===== src/rtl/core/pdftx_pkg.sv =====
// ----------------------------------------------------------------------------
// pdftx_pkg
// Shared types, character codes and parser mode codes for the PDF text
// operator extractor.
// ----------------------------------------------------------------------------
package pdftx_pkg;

  // Parser modes
  localparam logic [1:0] MODE_IDLE = 2'd0;
  localparam logic [1:0] MODE_LT   = 2'd1;
  localparam logic [1:0] MODE_HEX  = 2'd2;
  localparam logic [1:0] MODE_LIT  = 2'd3;

  // Character codes
  localparam logic [7:0] CH_LBRACK = 8'h5B;
  localparam logic [7:0] CH_RBRACK = 8'h5D;
  localparam logic [7:0] CH_LPAREN = 8'h28;
  localparam logic [7:0] CH_RPAREN = 8'h29;
  localparam logic [7:0] CH_LT     = 8'h3C;
  localparam logic [7:0] CH_GT     = 8'h3E;
  localparam logic [7:0] CH_BSLASH = 8'h5C;
  localparam logic [7:0] CH_MINUS  = 8'h2D;
  localparam logic [7:0] CH_DOT    = 8'h2E;
  localparam logic [7:0] CH_ZERO   = 8'h30;
  localparam logic [7:0] CH_SEVEN  = 8'h37;
  localparam logic [7:0] CH_NINE   = 8'h39;
  localparam logic [7:0] CH_SPACE  = 8'h20;
  localparam logic [7:0] CH_N      = 8'h6E;
  localparam logic [7:0] CH_R      = 8'h72;
  localparam logic [7:0] CH_T      = 8'h74;
  localparam logic [7:0] CH_LF     = 8'h0A;
  localparam logic [7:0] CH_CR     = 8'h0D;
  localparam logic [7:0] CH_TAB    = 8'h09;

  localparam logic [15:0] KERN_THRESHOLD_RST = 16'd120;
  localparam logic [16:0] INT_SAT            = 17'd65536;

  // Output queue geometry
  localparam int unsigned FIFO_DEPTH = 4;
  localparam int unsigned FIFO_AW    = $clog2(FIFO_DEPTH);
  localparam int unsigned FIFO_CW    = $clog2(FIFO_DEPTH + 1);

  // Up to two text bytes produced by one input byte
  typedef struct packed {
    logic [1:0] num;
    logic [7:0] b1;
    logic [7:0] b0;
  } push_t;

  function automatic logic is_digit(input logic [7:0] c);
    return (c >= CH_ZERO) && (c <= CH_NINE);
  endfunction

  function automatic logic is_octal(input logic [7:0] c);
    return (c >= CH_ZERO) && (c <= CH_SEVEN);
  endfunction

  // {valid, nibble}
  function automatic logic [4:0] hex_val(input logic [7:0] c);
    logic [4:0] r;
    r = 5'd0;
    if (c >= 8'h30 && c <= 8'h39) r = {1'b1, c[3:0]};
    else if (c >= 8'h61 && c <= 8'h66) r = {1'b1, 4'(c[3:0] + 4'd9)};
    else if (c >= 8'h41 && c <= 8'h46) r = {1'b1, 4'(c[3:0] + 4'd9)};
    return r;
  endfunction

endpackage


===== src/rtl/core/pdftx_parser.sv =====
// ----------------------------------------------------------------------------
// pdftx_parser
// Parser state registers and the single-pass byte decoder; emits up to two
// text bytes for each accepted request.
// ----------------------------------------------------------------------------
module pdftx_parser #(
  parameter int unsigned MaxNestDepth = 255
) (
  input  logic             clk_i,
  input  logic             rst_ni,
  input  logic             acc_i,
  input  logic [7:0]       in_byte_i,
  input  logic             stream_end_i,
  input  logic             cfg_we_i,
  input  logic [15:0]      cfg_wdata_i,
  output pdftx_pkg::push_t push_o
);
  import pdftx_pkg::*;

  localparam int unsigned NW = $clog2(MaxNestDepth + 1);
  localparam logic [NW-1:0] NEST_MAX = NW'(MaxNestDepth);
  localparam logic [NW-1:0] NEST_ONE = NW'(1);

  logic [15:0]   kern_thr_q;
  logic [1:0]    mode_q, mode_d, mode_n;
  logic          in_arr_q, in_arr_d, in_arr_n;
  logic [NW-1:0] nest_q, nest_d, nest_n;
  logic          esc_q, esc_d, esc_n;
  logic [1:0]    oc_q, oc_d, oc_n;
  logic [7:0]    ov_q, ov_d, ov_n;
  logic          hv_q, hv_d, hv_n;
  logic [3:0]    hn_q, hn_d, hn_n;
  logic          nf_act_q, nf_act_d, nf_act_n;
  logic          nf_neg_q, nf_neg_d, nf_neg_n;
  logic          nf_dot_q, nf_dot_d, nf_dot_n;
  logic          nf_frac_q, nf_frac_d, nf_frac_n;
  logic          nf_stop_q, nf_stop_d, nf_stop_n;
  logic [16:0]   ip_q, ip_d, ip_n;

  logic [4:0]    cv;
  logic [7:0]    cb [5];

  function automatic logic kern_hit(input logic act, input logic neg, input logic frac,
                                    input logic [16:0] ip, input logic [15:0] thr);
    return act && neg && ((ip > {1'b0, thr}) || ((ip == {1'b0, thr}) && frac));
  endfunction

  // Byte decode: handle one byte, then fold in the end-of-stream flush
  always_comb begin
    logic [7:0]  c;
    logic [4:0]  hx;
    logic        hex_go;
    logic        hex_has;
    logic        take;
    logic [7:0]  ov_t;
    logic [NW-1:0] nest_t;
    logic [19:0] acc_num;
    logic        open;

    c       = in_byte_i;
    hx      = hex_val(c);
    hex_go  = 1'b0;
    hex_has = hv_q;
    take    = 1'b1;
    ov_t    = {ov_q[4:0], c[2:0]};
    nest_t  = nest_q;
    acc_num = 20'(({3'd0, ip_q} << 3) + ({3'd0, ip_q} << 1) + {16'd0, c[3:0]});
    open    = 1'b0;

    mode_n = mode_q; in_arr_n = in_arr_q; nest_n = nest_q; esc_n = esc_q;
    oc_n = oc_q; ov_n = ov_q; hv_n = hv_q; hn_n = hn_q;
    nf_act_n = nf_act_q; nf_neg_n = nf_neg_q; nf_dot_n = nf_dot_q;
    nf_frac_n = nf_frac_q; nf_stop_n = nf_stop_q; ip_n = ip_q;

    cv = '0;
    for (int i = 0; i < 5; i++) cb[i] = CH_SPACE;

    unique case (mode_q)
      MODE_LIT: begin
        if (esc_q) begin
          esc_n = 1'b0;
          if (is_octal(c)) begin
            oc_n = 2'd1;
            ov_n = {5'd0, c[2:0]};
          end else begin
            cv[1] = 1'b1;
            priority case (c)
              CH_N:    cb[1] = CH_LF;
              CH_R:    cb[1] = CH_CR;
              CH_T:    cb[1] = CH_TAB;
              default: cb[1] = c;
            endcase
          end
        end else begin
          if (oc_q != 2'd0) begin
            if (is_octal(c)) begin
              take = 1'b0;
              if (oc_q == 2'd2) begin
                cv[1] = 1'b1;
                cb[1] = ov_t;
                oc_n  = 2'd0;
                ov_n  = 8'd0;
              end else begin
                oc_n = 2'(oc_q + 2'd1);
                ov_n = ov_t;
              end
            end else begin
              cv[0] = 1'b1;
              cb[0] = ov_q;
              oc_n  = 2'd0;
              ov_n  = 8'd0;
            end
          end
          if (take) begin
            if (c == CH_BSLASH) begin
              esc_n = 1'b1;
            end else if (c == CH_LPAREN) begin
              if (nest_q < NEST_MAX) nest_n = NW'(nest_q + NEST_ONE);
              cv[1] = 1'b1;
              cb[1] = CH_LPAREN;
            end else if (c == CH_RPAREN) begin
              if (nest_q != '0) nest_t = NW'(nest_q - NEST_ONE);
              nest_n = nest_t;
              if (nest_t != '0) begin
                cv[1] = 1'b1;
                cb[1] = CH_RPAREN;
              end else begin
                mode_n = MODE_IDLE;
                cv[1]  = !in_arr_q;
              end
            end else begin
              cv[1] = 1'b1;
              cb[1] = c;
            end
          end
        end
      end
      MODE_HEX: begin
        hex_go = 1'b1;
      end
      MODE_LT: begin
        // a second '<' just keeps the pending state
        if (c != CH_LT) begin
          hex_go  = 1'b1;
          hex_has = 1'b0;
          mode_n  = MODE_HEX;
        end
      end
      MODE_IDLE: begin
        if (in_arr_q) begin
          if (nf_act_q) begin
            if (is_digit(c)) begin
              take = 1'b0;
              if (!nf_stop_q) begin
                if (nf_dot_q) begin
                  if (c != CH_ZERO) nf_frac_n = 1'b1;
                end else begin
                  ip_n = (acc_num > {3'd0, INT_SAT}) ? INT_SAT : acc_num[16:0];
                end
              end
            end else if (c == CH_DOT) begin
              take = 1'b0;
              if (nf_dot_q) nf_stop_n = 1'b1;
              else nf_dot_n = 1'b1;
            end else begin
              cv[0] = kern_hit(nf_act_q, nf_neg_q, nf_frac_q, ip_q, kern_thr_q);
              nf_act_n = 1'b0; nf_neg_n = 1'b0; nf_dot_n = 1'b0;
              nf_frac_n = 1'b0; nf_stop_n = 1'b0; ip_n = '0;
            end
          end
          if (take) begin
            if (c == CH_RBRACK) begin
              in_arr_n = 1'b0;
              cv[1]    = 1'b1;
            end else if (c == CH_LPAREN) begin
              mode_n = MODE_LIT;
              nest_n = NEST_ONE;
            end else if (c == CH_MINUS) begin
              nf_act_n = 1'b1; nf_neg_n = 1'b1; ip_n = '0;
            end else if (is_digit(c)) begin
              nf_act_n = 1'b1;
              ip_n     = {13'd0, c[3:0]};
            end else if (c == CH_DOT) begin
              nf_act_n = 1'b1; nf_dot_n = 1'b1; ip_n = '0;
            end
          end
        end else begin
          if (c == CH_LBRACK) begin
            in_arr_n = 1'b1;
          end else if (c == CH_LPAREN) begin
            mode_n = MODE_LIT;
            nest_n = NEST_ONE;
          end else if (c == CH_LT) begin
            mode_n = MODE_LT;
          end
        end
      end
      default: ;
    endcase

    if (hex_go) begin
      if (c == CH_GT) begin
        mode_n = MODE_IDLE;
        hv_n   = 1'b0;
        cv[1]  = 1'b1;
      end else if (hx[4]) begin
        if (hex_has) begin
          cv[1] = 1'b1;
          cb[1] = {hn_q, hx[3:0]};
          hv_n  = 1'b0;
        end else begin
          hv_n = 1'b1;
          hn_n = hx[3:0];
        end
      end else begin
        hv_n = hex_has;
      end
    end

    // drop NUL bytes
    for (int i = 0; i < 2; i++) if (cb[i] == 8'd0) cv[i] = 1'b0;

    if (stream_end_i) begin
      cv[2] = kern_hit(nf_act_n, nf_neg_n, nf_frac_n, ip_n, kern_thr_q);
      cv[3] = (mode_n == MODE_LIT) && (oc_n != 2'd0) && (ov_n != 8'd0);
      cb[3] = ov_n;
      open  = (mode_n == MODE_LIT) || (mode_n == MODE_HEX) || in_arr_n;
      cv[4] = open;
    end
  end

  // Keep the first two candidates in order
  always_comb begin
    logic [1:0] n;
    n = 2'd0;
    push_o = '0;
    for (int i = 0; i < 5; i++) begin
      if (cv[i]) begin
        if (n == 2'd0) push_o.b0 = cb[i];
        else if (n == 2'd1) push_o.b1 = cb[i];
        if (n != 2'd2) n = 2'(n + 2'd1);
      end
    end
    push_o.num = acc_i ? n : 2'd0;
  end

  always_comb begin
    if (stream_end_i) begin
      mode_d = MODE_IDLE; in_arr_d = 1'b0; nest_d = '0; esc_d = 1'b0;
      oc_d = 2'd0; ov_d = 8'd0; hv_d = 1'b0; hn_d = 4'd0;
      nf_act_d = 1'b0; nf_neg_d = 1'b0; nf_dot_d = 1'b0;
      nf_frac_d = 1'b0; nf_stop_d = 1'b0; ip_d = '0;
    end else begin
      mode_d = mode_n; in_arr_d = in_arr_n; nest_d = nest_n; esc_d = esc_n;
      oc_d = oc_n; ov_d = ov_n; hv_d = hv_n; hn_d = hn_n;
      nf_act_d = nf_act_n; nf_neg_d = nf_neg_n; nf_dot_d = nf_dot_n;
      nf_frac_d = nf_frac_n; nf_stop_d = nf_stop_n; ip_d = ip_n;
    end
  end

  always_ff @(posedge clk_i or negedge rst_ni) begin
    if (!rst_ni) begin
      kern_thr_q <= KERN_THRESHOLD_RST;
    end else if (cfg_we_i) begin
      kern_thr_q <= cfg_wdata_i;
    end
  end

  always_ff @(posedge clk_i or negedge rst_ni) begin
    if (!rst_ni) begin
      mode_q <= MODE_IDLE; in_arr_q <= 1'b0; nest_q <= '0; esc_q <= 1'b0;
      oc_q <= 2'd0; ov_q <= 8'd0; hv_q <= 1'b0; hn_q <= 4'd0;
      nf_act_q <= 1'b0; nf_neg_q <= 1'b0; nf_dot_q <= 1'b0;
      nf_frac_q <= 1'b0; nf_stop_q <= 1'b0; ip_q <= '0;
    end else if (acc_i) begin
      mode_q <= mode_d; in_arr_q <= in_arr_d; nest_q <= nest_d; esc_q <= esc_d;
      oc_q <= oc_d; ov_q <= ov_d; hv_q <= hv_d; hn_q <= hn_d;
      nf_act_q <= nf_act_d; nf_neg_q <= nf_neg_d; nf_dot_q <= nf_dot_d;
      nf_frac_q <= nf_frac_d; nf_stop_q <= nf_stop_d; ip_q <= ip_d;
    end
  end

  a_nest_bound: assert property (@(posedge clk_i) disable iff (!rst_ni)
    nest_q <= NEST_MAX) else $error("nest depth above limit");

  a_lit_only: assert property (@(posedge clk_i) disable iff (!rst_ni)
    (esc_q || oc_q != 2'd0) |-> (mode_q == MODE_LIT))
    else $error("escape state outside literal string");

  a_hex_only: assert property (@(posedge clk_i) disable iff (!rst_ni)
    hv_q |-> (mode_q == MODE_HEX)) else $error("hex nibble outside hex string");

  a_end_idle: assert property (@(posedge clk_i) disable iff (!rst_ni)
    (acc_i && stream_end_i) |=> (mode_q == MODE_IDLE && !in_arr_q && !nf_act_q))
    else $error("parser not idle after stream end");

endmodule


===== src/rtl/core/pdftx_out_fifo.sv =====
// ----------------------------------------------------------------------------
// pdftx_out_fifo
// Small result queue: takes up to two text bytes per cycle, hands out one.
// ----------------------------------------------------------------------------
module pdftx_out_fifo (
  input  logic              clk_i,
  input  logic              rst_ni,
  input  pdftx_pkg::push_t  push_i,
  output logic              room_o,
  output logic              m_valid_o,
  input  logic              m_ready_i,
  output logic [7:0]        m_data_o,
  output logic              m_last_o
);
  import pdftx_pkg::*;

  logic [8:0]         mem_q [FIFO_DEPTH];
  logic [FIFO_AW-1:0] wr_q, wr_d, rd_q, rd_d;
  logic [FIFO_CW-1:0] cnt_q, cnt_d;
  logic               pop;
  logic [FIFO_AW-1:0] wr_nxt;

  assign pop       = m_valid_o && m_ready_i;
  assign m_valid_o = (cnt_q != '0);
  assign {m_last_o, m_data_o} = mem_q[rd_q];
  // room for a worst-case request of two bytes
  assign room_o    = (cnt_q <= FIFO_CW'(FIFO_DEPTH - 2));
  assign wr_nxt    = FIFO_AW'(wr_q + 1'b1);

  always_comb begin
    wr_d  = FIFO_AW'(wr_q + FIFO_AW'(push_i.num));
    rd_d  = pop ? FIFO_AW'(rd_q + 1'b1) : rd_q;
    cnt_d = FIFO_CW'(cnt_q + FIFO_CW'(push_i.num) - FIFO_CW'(pop));
  end

  always_ff @(posedge clk_i) begin
    if (push_i.num != 2'd0) mem_q[wr_q] <= {push_i.num == 2'd1, push_i.b0};
    if (push_i.num == 2'd2) mem_q[wr_nxt] <= {1'b1, push_i.b1};
  end

  always_ff @(posedge clk_i or negedge rst_ni) begin
    if (!rst_ni) begin
      wr_q  <= '0;
      rd_q  <= '0;
      cnt_q <= '0;
    end else begin
      wr_q  <= wr_d;
      rd_q  <= rd_d;
      cnt_q <= cnt_d;
    end
  end

  a_cnt_bound: assert property (@(posedge clk_i) disable iff (!rst_ni)
    cnt_q <= FIFO_CW'(FIFO_DEPTH)) else $error("queue count above depth");

  a_no_overflow: assert property (@(posedge clk_i) disable iff (!rst_ni)
    (push_i.num != 2'd0) |-> (cnt_q + FIFO_CW'(push_i.num) <= FIFO_CW'(FIFO_DEPTH)))
    else $error("queue written without room");

  a_double_push: assert property (@(posedge clk_i) disable iff (!rst_ni)
    (push_i.num == 2'd2 && !pop) |=> (cnt_q == FIFO_CW'($past(cnt_q) + 2'd2)))
    else $error("double push lost an entry");

endmodule


===== src/rtl/core/pdf_text_operator_extractor_unit.sv =====
// ----------------------------------------------------------------------------
// pdf_text_operator_extractor_unit
// Extracts text bytes from a PDF content stream, one stream byte per cycle
// while the result queue has room.
//  Port group   Dir  Payload                    Notes
//  s_axis       in   tdata[7:0]=in_byte         tlast = stream_end
//  m_axis       out  tdata[7:0]=text_byte       tlast = run_last
//  cfg          in   wdata[15:0]=kern_threshold write on cfg_we_i
//
//  One stream byte per cycle; the decode of a byte is one pass of logic
//  between the parser state registers and a four-entry result queue.
//  A byte that yields two text bytes drains as two output beats, so the
//  sustained input rate is set by the output side at one text byte a cycle.
//  s_axis_tready_o drops while the queue cannot take two more bytes.
//  Reset returns the parser to idle and the kern threshold to 120.
// ----------------------------------------------------------------------------
module pdf_text_operator_extractor_unit #(
  parameter int unsigned MaxNestDepth = 255
) (
  input  logic        clk_i,
  input  logic        rst_ni,
  input  logic        s_axis_tvalid_i,
  output logic        s_axis_tready_o,
  input  logic [7:0]  s_axis_tdata_i,   // [7:0] in_byte
  input  logic        s_axis_tlast_i,
  output logic        m_axis_tvalid_o,
  input  logic        m_axis_tready_i,
  output logic [7:0]  m_axis_tdata_o,   // [7:0] text_byte
  output logic        m_axis_tlast_o,
  input  logic        cfg_we_i,
  input  logic [15:0] cfg_wdata_i
);
  import pdftx_pkg::*;

  logic  acc;
  push_t push;

  assign acc = s_axis_tvalid_i && s_axis_tready_o;

  pdftx_parser #(
    .MaxNestDepth(MaxNestDepth)
  ) u_parser (
    .clk_i        (clk_i),
    .rst_ni       (rst_ni),
    .acc_i        (acc),
    .in_byte_i    (s_axis_tdata_i),
    .stream_end_i (s_axis_tlast_i),
    .cfg_we_i     (cfg_we_i),
    .cfg_wdata_i  (cfg_wdata_i),
    .push_o       (push)
  );

  pdftx_out_fifo u_out_fifo (
    .clk_i     (clk_i),
    .rst_ni    (rst_ni),
    .push_i    (push),
    .room_o    (s_axis_tready_o),
    .m_valid_o (m_axis_tvalid_o),
    .m_ready_i (m_axis_tready_i),
    .m_data_o  (m_axis_tdata_o),
    .m_last_o  (m_axis_tlast_o)
  );

endmodule


===== config.mk =====
export PLATFORM = sky130hd
export DESIGN_NAME = pdf_text_operator_extractor_unit
export DESIGN_NICKNAME = d
export VERILOG_FILES = /design/src/rtl/core/pdftx_pkg.sv /design/src/rtl/core/pdftx_parser.sv /design/src/rtl/core/pdftx_out_fifo.sv /design/src/rtl/core/pdf_text_operator_extractor_unit.sv
export SDC_FILE = /design/constraint.sdc
export NUM_CORES = 1
export LEC_CHECK = 0
export BUFFER_PORTS_ARGS = -buffer_cell sky130_fd_sc_hd__buf_2
export CAP_MARGIN = 20
export CORE_MARGIN = 5
export CORE_UTILIZATION = 45
export CTS_BUF_LIST = sky130_fd_sc_hd__clkbuf_4
export DETAILED_ROUTE_END_ITERATION = 16
export PLACE_DENSITY = 0.65
export SYNTH_ARGS = -nofsm -noshare
export SYNTH_HDL_FRONTEND = slang
export SYNTH_SLANG_ARGS = --single-unit
export TNS_END_PERCENT = 5

===== constraint.sdc =====
create_clock -name clk_i -period 24.9 [get_ports clk_i]
set_input_delay 2.49 -clock clk_i [delete_from_list [all_inputs] [get_ports clk_i]]
set_output_delay 2.49 -clock clk_i [all_outputs]
set_load 0.005 [all_outputs]

# [Word-level counts from Yosys, hierarchy flattened]
# Memory sizes are Yosys's and may differ from the RTL's.
# Index checks and enable logic that the tools add are counted.
[totals] reg_bits=72 mem_bits_rw=36 input_bits=30 out_inout_bits=11 wordCells=363 mem_count=1
[mem_list] name="u_out_fifo.mem_q" depth=4 width=9 read_ports=1 rd_clocked_by_memory_dff=0 wr=2 line="pdftx_out_fifo.sv:17" text="logic [8:0] mem_q [FIFO_DEPTH];"
[op_classes] addsub=15 order_cmp=12 eq_ne=44 mux=227 n_reduce_logical=46
[ops] cell="$mux 8" n=55
[ops] cell="$mux 17" n=15
[ops] cell="$mux 1" n=102
[ops] cell="$mux 16" n=6
[ops] cell="$mux 2" n=35
[ops] cell="$eq 8x6->1 const B" n=6
[ops] cell="$eq 8x7->1 const B" n=6
[ops] cell="$eq 17x16->1" n=2
[ops] cell="$gt 17x16->1" n=2
[ops] cell="$pmux 8 s3" n=1
[ops] cell="$reduce_bool 8->1" n=3
[ops] cell="$add 20x18->20" n=1
[ops] cell="$add 20x4->20" n=1
[ops] cell="$gt 20x17->1 const B" n=1
[ops] cell="$mux 4" n=5
[ops] cell="$reduce_bool 2->1" n=9
[ops] cell="$ge 8x7->1 const B" n=2
[ops] cell="$le 8x6->1 const B" n=2
[ops] cell="$le 8x7->1 const B" n=2
[ops] cell="$logic_not 8->1" n=2
[ops] cell="$ne 8x6->1 const B" n=2
[ops] cell="$pmux 8 s2" n=1
[ops] cell="$mux 5" n=3
[ops] cell="$logic_and 1x1->1" n=14
[ops] cell="other kinds (34)" n=66

# [Longest topological paths before layout]
# Gate-level depths: netlist of the first run.
[depth] ltp_word=37 depth_mapped=40 depth_no_buf=38

# [Modules after synthesis]
# From an unflattened synthesis of the first run, not the netlist that was laid out.
[hier_totals] cells_unflattened=1140 hier_area_um2=9801.9
[by_module_without_submodules] module="pdftx_parser" instances=1 cells_per_inst=982 area_per_inst_um2=7646.1 seq_area_each_um2=1631.6
[by_module_without_submodules] module="pdftx_out_fifo" instances=1 cells_per_inst=157 area_per_inst_um2=2149.6 seq_area_each_um2=1216.2
[by_module_without_submodules] module="pdf_text_operator_extractor_unit" instances=1 cells_per_inst=1 area_per_inst_um2=6.3 seq_area_each_um2=0.0

# [Worst setup path after synthesis of the first run]
# Ideal clock, no wire load.
[synth_timing] kind="input port to flip-flop" startpoint="input port s_axis_tdata_i[3]" endpoint="memory u_out_fifo.mem_q[1][0] (enable)" setup_ns=0.386 t_arrival_ns=10.053 required_ns=24.514 path_slack_ns=14.461 stages=30 n_path_buf=2 cell_sequence="fa_1 > ha_1 > a211oi_1 > o211ai_1 > a21bo_2 > or4_1 > nor4bb_1 > a31o_2 > nor3_1 > nand2_1 > clkbuf_1 > o21ai_0 > ha_1 > a21o_1 > a21o_1 > a2111oi_0 > o2111ai_1 > a22o_1 > o21a_1 > o21ai_1 > mux2i_1 > ha_1 > nor2_1 > or2_2 > ha_1 > o21ai_1 > nor3_4 > o211ai_4 > buf_6 > a211oi_1"
[synth_lines] element="start: declaration" line="pdf_text_operator_extractor_unit.sv:24" text="input logic [7:0] s_axis_tdata_i,"
[synth_lines] element="end: declaration" line="pdftx_out_fifo.sv:17"

==> results.toml, run 1 <==
[die]
die_x_um = 157
io_pins = 41
die_height_um = 157
start_util = 0.452
dieArea_um2 = 24800
num_rows = 54
core_area_um2 = 21600

[grt]
groute.usage.overall = 0.230
antenna_found_initial = 1
grt-ovfl-total = 0
grt_max_degree = 73
grt_pass1_wl_um = 45800
grt_pass1_vias = 8620

[job]
drv_cap = 0

[clocking]
htree_levels = 3
cts_root_buf = "clkbuf_4"
post-cts-setup-buffers = 0
cts-buffers-inserted = 9
cts.clk_slew.worst_paths_ps = 220
cts_resized = 0
numClockSinks = 108
cts_tree = "built"
cts_hold_buf = 0
cts.path.max_buffers = 2
worstSkewPairLatency_ps = 530

[timing]
drv_slew = 0
rsz0062_at_grt = "no"
setup_viol_count_final = 0
setup_tns_ps = 0
fmax_ghz = 0.0864
slew_headroom = 0.309
clock_skew_ps = 36.9
finalCritPeriodShare = 0.465
tightestPinTransition_ps = 1040
period_minus_slack_ps = 11570
hold_viol = 0

[worst_hold_path]
hp-class = "reg -> reg"
min_to = "u_out_fifo.mem_q[1][8]$_SDFFE_PP1N_"
holdPathStages = 2
min-delay-start = "u_out_fifo.mem_q[1][8]$_SDFFE_PP1N_"

[synthesis]
synth_nets = 1273
synth-seq-area-share = 0.291
netlist-cell-type-count = 100
syn_inst = 1152
synth_area_leaders = "dfrtp_1, ha_1, edfxtp_1"
synth_area_leader_cell = "dfrtp_1"
synth-async-reset-ratio = 0.667
ys_seq_elements = 108
syn_avg_cell_area_um2 = 8.49
yosys_warnings = 0
synth_edf_count = 32
synth.cell_area_um2 = 9780
synth_top_area_frac = 0.174
ys.flop_type = "dfrtp_1"

[pwr]
powerDensity_nw_per_um2 = 54.4
p_leak_uw = 0.00420
irDropWorstVdd_v = 0.0000397
fin_total_pwr_uw = 559

[setup_path]
crit_fanout = 36
crit_required_ps = 25080
critPathBufInv = 2
end_kind = "register"
crit_top_cell = "ha_1"
r2r_cells = 30
cpLargestDelayFamily = "compound AO/OA/AOI/OAI gates"
start_kind = "input pin"
r2r_slack_ps = 15050
critical_path_arrival_ps = 11750
critPathKind = "in -> reg"
cp_slowest_cell = "o22ai_1"
regToRegStartpoint = "u_parser.ip_q[2]$_DFFE_PN0P_"
regToRegEndpoint = "u_out_fifo.mem_q[0][2]$_DFFE_PP_"
path_depth = 31
crit_path_max_incr_delay_ps = 910

[final_layout]
fill_cells = 2132
multi_input_area_um2 = 6420
area_growth_pct = 5.25
nets = 1270
regArea_um2 = 2850
drive_above_1_share = 0.0997

[run_status]
status = "finished clean"

[placed_design]
port_buffers = 40
hpwl_um = 21300
gp_congestion = 0.922

[detailed_routing]
totalWireLength_um = 28600
num_vias = 9206
antenna_left = 0
first_pass_iters = 8
drcViolationCount = 0
drt-initial-drc-count = 859
routedWlPerCell_um = 19.9
viasPerCell = 6.42
## layout by cell type (no fill, tap or decap), types with 32 or more instances in the layout
cell,instances
nand2_1,130
o21ai_0,119
ha_1,88
nor2_1,77
dfrtp_1,68
inv_1,61
a21oi_1,57
buf_2,40
o32ai_1,32
edfxtp_1,32
## tightest hold or removal path, stage by stage (launching register included)
cell and delay (ps):
dfxtp_1 380, inv_1 70, a221oi_2 50
## layer usage
layer / track usage / vias to the layer above / wire [um]
li1: - / 4408 / -
met1: 0.312 / 4387 / 12400
met2: 0.380 / 345 / 13600
met3: 0.0228 / 66 / 1650
met4: 0.0881 / 0 / 952
met5: 0 / - / 0
## state kept, by name, summed over array words and instances (netlist names), 2 cells and up
| name | cells |
|---|---|
| u_parser.oc_q | 2 |
| u_parser.ip_q | 17 |
| u_parser.nest_q | 8 |
| u_out_fifo.mem_q | 36 |
| u_parser.kern_thr_q | 16 |
| u_parser.mode_q | 2 |
| u_out_fifo.wr_q | 2 |
| u_out_fifo.cnt_q | 3 |
| u_parser.ov_q | 8 |
| u_parser.hn_q | 4 |
| u_out_fifo.rd_q | 2 |
## power breakdown
group / internal (uW) / switching (uW) / total, uW / leakage, uW
Combinational: 95.5 / 129 / 224 / 0.00285
Clock: 24.0 / 73.8 / 97.8 / 0.0000753
Sequential: 207 / 30.7 / 237 / 0.00127
Total: 326 / 233 / 559 / 0.00420
## area by class of cell
class                           instances  share of cell area
Sequential cell                       108               0.277
Tap cell                              280              0.0340
Timing Repair Buffer                   50              0.0287
Antenna cell                            1            0.000243
Clock inverter                          7             0.00730
Clock buffer                            9             0.00657
Inverter                               62              0.0226
Multi-Input combinational cell        918               0.624
## Yosys cell counts, types with 5 or more instances
cell,n
dfrtp_1,68
buf_2,6
nor3_1,19
nand2b_1,9
o2111ai_1,9
nand3_1,16
clkbuf_1,51
o22ai_1,13
nor2_1,77
o21a_1,10
nand4_1,19
nor2b_1,12
ha_1,88
a211o_1,5
and2_1,7
xnor2_1,10
edfxtp_1,32
nor4_1,12
a31oi_1,11
nand2_1,130
a22o_1,11
or4_1,5
a21o_1,11
o21ai_0,119
a41oi_1,5
a22oi_1,22
xor2_1,13
o211ai_1,17
a211oi_1,11
and3_1,13
mux4_2,9
inv_1,61
a32o_1,5
a21oi_1,57
or3_1,7
o31ai_1,19
o32ai_1,32
or2_2,6
## stage by stage
| step | area [um^2] | utilization | hold WS [ps] | std cells | setup slack (ps) |
|---|---|---|---|---|---|
| global route | 10300 | 0.476 | 554 | 1435 | 12520 |
| global placement | 10100 | 0.467 | 489 | 1415 | 12910 |
| detailed placement | 10100 | 0.468 | 493 | 1416 | 12700 |
| CTS | 10300 | 0.474 | 518 | 1432 | 13230 |
| floorplan | 9780 | - | 450 | 1152 | 14460 |
| finish | 10300 | 0.476 | 512 | 1435 | 13330 |
## logic make-up after synthesis
logic type / after synthesis / synth area share
xor+xnor: 23 / 0.0206
flops: 108 / 0.291
simple gates: 373 / 0.194
mux: 13 / 0.0255
compound gates: 418 / 0.298
buf+inv: 126 / 0.0522
fa+ha+maj: 91 / 0.119
## how the worst max path moves through the flow
stage | start | endpoint | slack [ps]
5_1_grt | s_axis_tdata_i[3] | u_out_fifo.mem_q[0][2]$_DFFE_PP_ | 12520
3_3_place_gp | s_axis_tdata_i[3] | u_out_fifo.mem_q[3][0]$_DFFE_PP_ | 12910
6_report | s_axis_tdata_i[3] | u_out_fifo.mem_q[0][2]$_DFFE_PP_ | 13330
4_1_cts | s_axis_tdata_i[3] | u_out_fifo.mem_q[1][7]$_DFFE_PP_ | 13230
2_1_floorplan | s_axis_tdata_i[3] | u_out_fifo.mem_q[1][0]$_DFFE_PP_ | 14460
3_5_place_dp | s_axis_tdata_i[3] | u_out_fifo.mem_q[1][2]$_DFFE_PP_ | 12700
Power figures use the tool's default switching activity.
==> run 2: changes to the inputs <==
- clock period: 24.9 -> 11.9 ns (I/O delays scaled with it)
==> run 2 against run 1 <==
  * Combinational power increased by 110%
  * Sequential power increased by 110%
  * Final cell count about the same
  * Clock skew decreased by 1.5 ps
  * Via count increased by 0.38%
==> results.toml, run 2 (same netlist as run 1, synthesis figures left out) <==
[grt]
groute.usage.overall = 0.228
grt_pass1_vias = 8683
grt-ovfl-total = 0
grt_max_degree = 73
grt_pass1_wl_um = 45700
antenna_found_initial = 1

[timing]
slew_headroom = 0.341
clock_skew_ps = 35.4
setup_tns_ps = 0
hold_viol = 0
period_minus_slack_ps = 10180
hold_slack_ps = 512
fmax_ghz = 0.0982
setup_viol_count_final = 0
rsz0062_at_grt = "no"
drv_slew = 0
finalCritPeriodShare = 0.855
tightestPinTransition_ps = 989

[placed_design]
hpwl_um = 21200
gp_congestion = 0.922
place_area_um2 = 10100
port_buffers = 40

[final_layout]
mostFrequentLayoutCell = "nand2_1"
regArea_um2 = 2850
multi_input_area_um2 = 6420
final_cell_mix = "nand2_1, o21ai_0, ha_1"
final_area_um2 = 10300
fill_cells = 2141
drive_above_1_share = 0.0989
area_growth_pct = 4.97
top_register = "u_out_fifo.mem_q"
largest_reg_flops = 36
nets = 1269
top_regs = "u_out_fifo.mem_q: 36 flops, u_parser.ip_q: 17 flops, u_parser.kern_thr_q: 16 flops"

[run_status]
status = "finished clean"

[clocking]
cts.clk_slew.worst_paths_ps = 190
cts-buffers-inserted = 9
cts_tree = "built"
htree_levels = 3
post-cts-setup-buffers = 0
worstSkewPairLatency_ps = 510
cts.path.max_buffers = 2
cts_root_buf = "clkbuf_4"
cts_resized = 0
cts_hold_buf = 0
numClockSinks = 108

[pwr]
irDropWorstVdd_v = 0.0000541
fin_total_pwr_uw = 1170
powerDensity_nw_per_um2 = 114
p_leak_uw = 0.00418

[die]
core_area_um2 = 21600
start_util = 0.452
dieArea_um2 = 24800
io_pins = 41
die_x_um = 157
die_height_um = 157
num_rows = 54

[detailed_routing]
num_vias = 9241
totalWireLength_um = 28400
routedWlPerCell_um = 19.8
viasPerCell = 6.44
drcViolationCount = 0
drt-initial-drc-count = 643
first_pass_iters = 5
antenna_left = 0

[setup_path]
start_kind = "input pin"
crit_top_cell = "ha_1"
crit_path_max_incr_delay_ps = 840
crit_fanout = 36
critPathKind = "in -> reg"
cp_slowest_cell = "o22ai_1"
end_kind = "register"
critical_path_arrival_ps = 10330
crit_required_ps = 12050

[job]
drv_cap = 0

[worst_hold_path]
hp-class = "reg -> reg"
run 2: layer usage:
metal / global-route usage / vias up / wire, um
met2: 0.372 / 306 / 13300
met5: 0 / - / 0
li1: - / 4397 / -
met3: 0.0283 / 71 / 1460
met4: 0.0930 / 0 / 1060
met1: 0.306 / 4467 / 12600
run 2: path summary, 6_finish.rpt:
check | depth (start not counted) | end | startpoint | slack (ps)
setup reg to reg | 29 | u_out_fifo.mem_q[2][7]$_DFFE_PP_ | u_parser.ip_q[2]$_DFFE_PN0P_ | 2190
min in group asynchronous | 1 | u_parser.nest_q[5]$_DFFE_PN0P_ | rst_ni | 780
max in group asynchronous | 1 | u_out_fifo.wr_q[0]$_DFF_PN0_ | rst_ni | 10420
hold reg to reg | 2 | u_out_fifo.mem_q[1][8]$_SDFFE_PP1N_ | u_out_fifo.mem_q[1][8]$_SDFFE_PP1N_ | 510
hold / removal | 2 | u_out_fifo.mem_q[1][8]$_SDFFE_PP1N_ | u_out_fifo.mem_q[1][8]$_SDFFE_PP1N_ | 510
setup / recovery | 30 | u_out_fifo.mem_q[2][7]$_DFFE_PP_ | s_axis_tdata_i[3] | 1720
run 2: metrics by stage:
stage               cells   util  worst slack (ps)
floorplan            1152      -              2760
global placement     1417  0.468              1470
detailed placement   1417  0.468              1350
CTS                  1433  0.475              1850
global route         1434  0.475               858
finish               1434  0.475              1720
run 2: final cells by class:
| class | count | share of cell area |
|---|---|---|
| antenna | 1 | 0.000244 |
| timing repair buffer | 49 | 0.0263 |
| clock buffer | 9 | 0.00658 |
| clock inverter | 7 | 0.00707 |
| tap | 280 | 0.0341 |
| multi-input combinational | 918 | 0.625 |
| inverter | 62 | 0.0227 |
| sequential | 108 | 0.277 |
run 2: worst max-delay path: cells and delay by family:
family	cells	cell delay, ps
buffers and inverters	1	320
and+or+nand+nor	5	1680
xor gates and xnor gates	1	230
AOI/OAI and AO/OA	17	4920
muxes	1	400
adders and majority gates	5	1580
run 2: power by group:
part	leakage, uW	internal [uW]	total [uW]	switching, uW
Clock	0.0000759	50.8	201	151
Sequential	0.00127	433	497	64.6
Combinational	0.00284	200	470	270
Total	0.00418	683	1170	485
==> run 3: changes to the inputs <==
- SYNTH_HIERARCHICAL: unset -> 1
==> run 3 against run 2 <==
  * Combinational power rose by 78%
  * Register-to-register slack got worse by 170 ps
  * Fmax down 0.19%
  * Synthesized cell count is 1.0% lower
  * Final cell count is 0.77% lower
  * Global-route usage grew 0.47 points
  * Hold slack gained 14 ps
  * Highest routed layer is now met5
  * Clock-buffer cell count unchanged
  * Sequential power increased by 10%
==> results.toml, run 3 <==
[final_layout]
fill_cells = 2112
final_cell_mix = "nand2_1, ha_1, o21ai_0"
drive_above_1_share = 0.0946
top_regs = "u_out_fifo/mem_q: 36 flops, u_parser/ip_q: 17 flops, u_parser/kern_thr_q: 16 flops"
area_growth_pct = 5.09
layout.cells.non_filler = 1423
nets = 1258
largest_reg_flops = 36
mostFrequentLayoutCell = "nand2_1"
top_register = "u_out_fifo/mem_q"

[detailed_routing]
drt-initial-drc-count = 868
drcViolationCount = 0
routedWlPerCell_um = 20.2
first_pass_iters = 5
totalWireLength_um = 28700
num_vias = 9211
viasPerCell = 6.47
antenna_left = 0

[clocking]
worstSkewPairLatency_ps = 530
cts-buffers-inserted = 9
cts_hold_buf = 0
numClockSinks = 108
htree_levels = 3
cts.clk_slew.worst_paths_ps = 180
cts_tree = "built"
cts.path.max_buffers = 2
cts_resized = 0
cts_root_buf = "clkbuf_4"
post-cts-setup-buffers = 0

[placed_design]
gp_congestion = 0.959
hpwl_um = 21800
dp_slack_ps = 1290
port_buffers = 40
placed_cells_incl_taps = 1405

[pwr]
combPwrFrac = 0.527
swShare = 0.477
netSwitchingPower_uw = 757
p_seq_frac = 0.346
powerDensity_nw_per_um2 = 154
irDropWorstVdd_v = 0.000106
pwr-share-clk = 0.127
internal-power_uw = 830
p_leak_uw = 0.00403

[timing]
clock_skew_ps = 50.7
setup_tns_ps = 0
rsz0062_at_grt = "no"
slew_headroom = 0.298
drv_slew = 0
tightestPinTransition_ps = 1040
fmax_ghz = 0.0981
setup_viol_count_final = 0
finalCritPeriodShare = 0.857
setup_slack_ps = 1700
period_minus_slack_ps = 10200
hold_viol = 0
hold_slack_ps = 526

[synthesis]
yosys-top-cells-count = "nand2_1, ha_1, o21ai_0, nor2_1, inv_1"
synth-seq-area-share = 0.291
synth-async-reset-ratio = 0.667
synth_area_leader_cell = "dfrtp_1"
yosys_warnings = 6
syn_inst = 1140
ys_seq_elements = 108
synth_top_area_frac = 0.174
ys.flop_type = "dfrtp_1"
synth_area_leaders = "dfrtp_1, ha_1, edfxtp_1"
syn_avg_cell_area_um2 = 8.60
netlist-cell-type-count = 100
synth_nets = 1261
synth_most_common_cell = "nand2_1"
synth.cell_area_um2 = 9800
synth_edf_count = 32

[setup_path]
crit_top_cell = "ha_1"
start_kind = "input pin"
crit_required_ps = 12310
crit_path_max_incr_delay_ps = 630
critPathKind = "in -> reg"
end_kind = "register"
cp_slowest_cell = "a21oi_1"
crit_fanout = 22
critical_path_arrival_ps = 10600

[die]
die_x_um = 158
start_util = 0.453
io_pins = 41
dieArea_um2 = 24800
num_rows = 54
core_area_um2 = 21600
die_height_um = 158

[grt]
grt_use_met3 = 0.0334
grt_max_degree = 73
grt_pass1_vias = 8704
met2_usage = 0.373
grt_use_met1 = 0.333
groute.usage.overall = 0.232
antenna_found_initial = 3
grt-ovfl-total = 0
grt_pass1_wl_um = 46700
grt_busiest_layer = "met2"

[run_status]
status = "finished clean"

[job]
drv_cap = 0

[worst_hold_path]
hp-class = "in -> async"
[run 3: per-layer routing]
layer / vias up / wire length (um) / part of all wire
met5: - / 21 / 0.00073
met2: 369 / 12900 / 0.45
met4: 4 / 609 / 0.021
li1: 4378 / - / -
met1: 4410 / 13300 / 0.46
met3: 50 / 1870 / 0.065
[run 3: power groups by stage]
stage | registers (uW) | logic [uW] | clock network (uW)
3_5_place_dp | 555 | 822 | 0
4_1_cts | 548 | 826 | 210
6_report | 549 | 836 | 202
2_1_floorplan | 486 | 671 | 0
3_3_place_gp | 552 | 809 | 0
5_1_grt | 562 | 933 | 225
[run 3: worst paths after layout]
path | from | endpoint | slack, ps | cells after the start
setup / recovery | s_axis_tdata_i[2] | u_out_fifo/cnt_q[2]$_DFF_PN0_ | 1700 | 33
hold / removal | rst_ni | u_parser/kern_thr_q[7]$_DFFE_PN0P_ | 530 | 1
setup reg to reg | u_parser/ip_q[0]$_DFFE_PN0P_ | u_out_fifo/cnt_q[2]$_DFF_PN0_ | 2020 | 31
hold reg to reg | u_out_fifo/cnt_q[2]$_DFF_PN0_ | u_out_fifo/cnt_q[2]$_DFF_PN0_ | 530 | 1
max in group asynchronous | rst_ni | u_parser/kern_thr_q[4]$_DFFE_PN1P_ | 10790 | 2
min in group clk_i | u_out_fifo/cnt_q[2]$_DFF_PN0_ | u_out_fifo/cnt_q[2]$_DFF_PN0_ | 530 | 1
[run 3: kinds of logic after synthesis]
kind of cell    after synthesis  share of synthesized area
compound gates              410                      0.294
simple gates                364                      0.195
buf+inv                     130                     0.0543
flops                       108                      0.291
fa+ha+maj                    91                      0.118
mux                          19                     0.0314
xor+xnor                     18                     0.0161
[run 3: critical path, delay by kind of cell]
family | cells | cell delay [ps]
AO/OA/AOI/OAI | 14 | 3920
adder cells (fa/ha/maj) | 8 | 2560
AND/OR/NAND/NOR | 4 | 1420
multiplexers | 2 | 710
buffers and inverters | 3 | 500
XOR/XNOR | 2 | 280
[run 3: cell type report]
cell class | count | area (um^2) | area share
repair buffers | 45 | 260 | 0.0253
flip-flops and latches | 108 | 2850 | 0.276
clock inverters | 7 | 83.8 | 0.00814
clock buffers | 9 | 67.6 | 0.00656
multi-input cells | 902 | 6420 | 0.623
well taps | 280 | 350 | 0.0340
diodes | 1 | 2.50 | 0.000243
inverters | 71 | 267 | 0.0259
[run 3: through the flow]
step | instance area (um^2) | power, uW | utilization
2_1_floorplan | 9800 | 1160 | -
3_5_place_dp | 10100 | 1380 | 0.468
6_report | 10300 | 1590 | 0.476
5_1_grt | 10300 | 1720 | 0.476
3_3_place_gp | 10100 | 1360 | 0.468
4_1_cts | 10300 | 1580 | 0.475
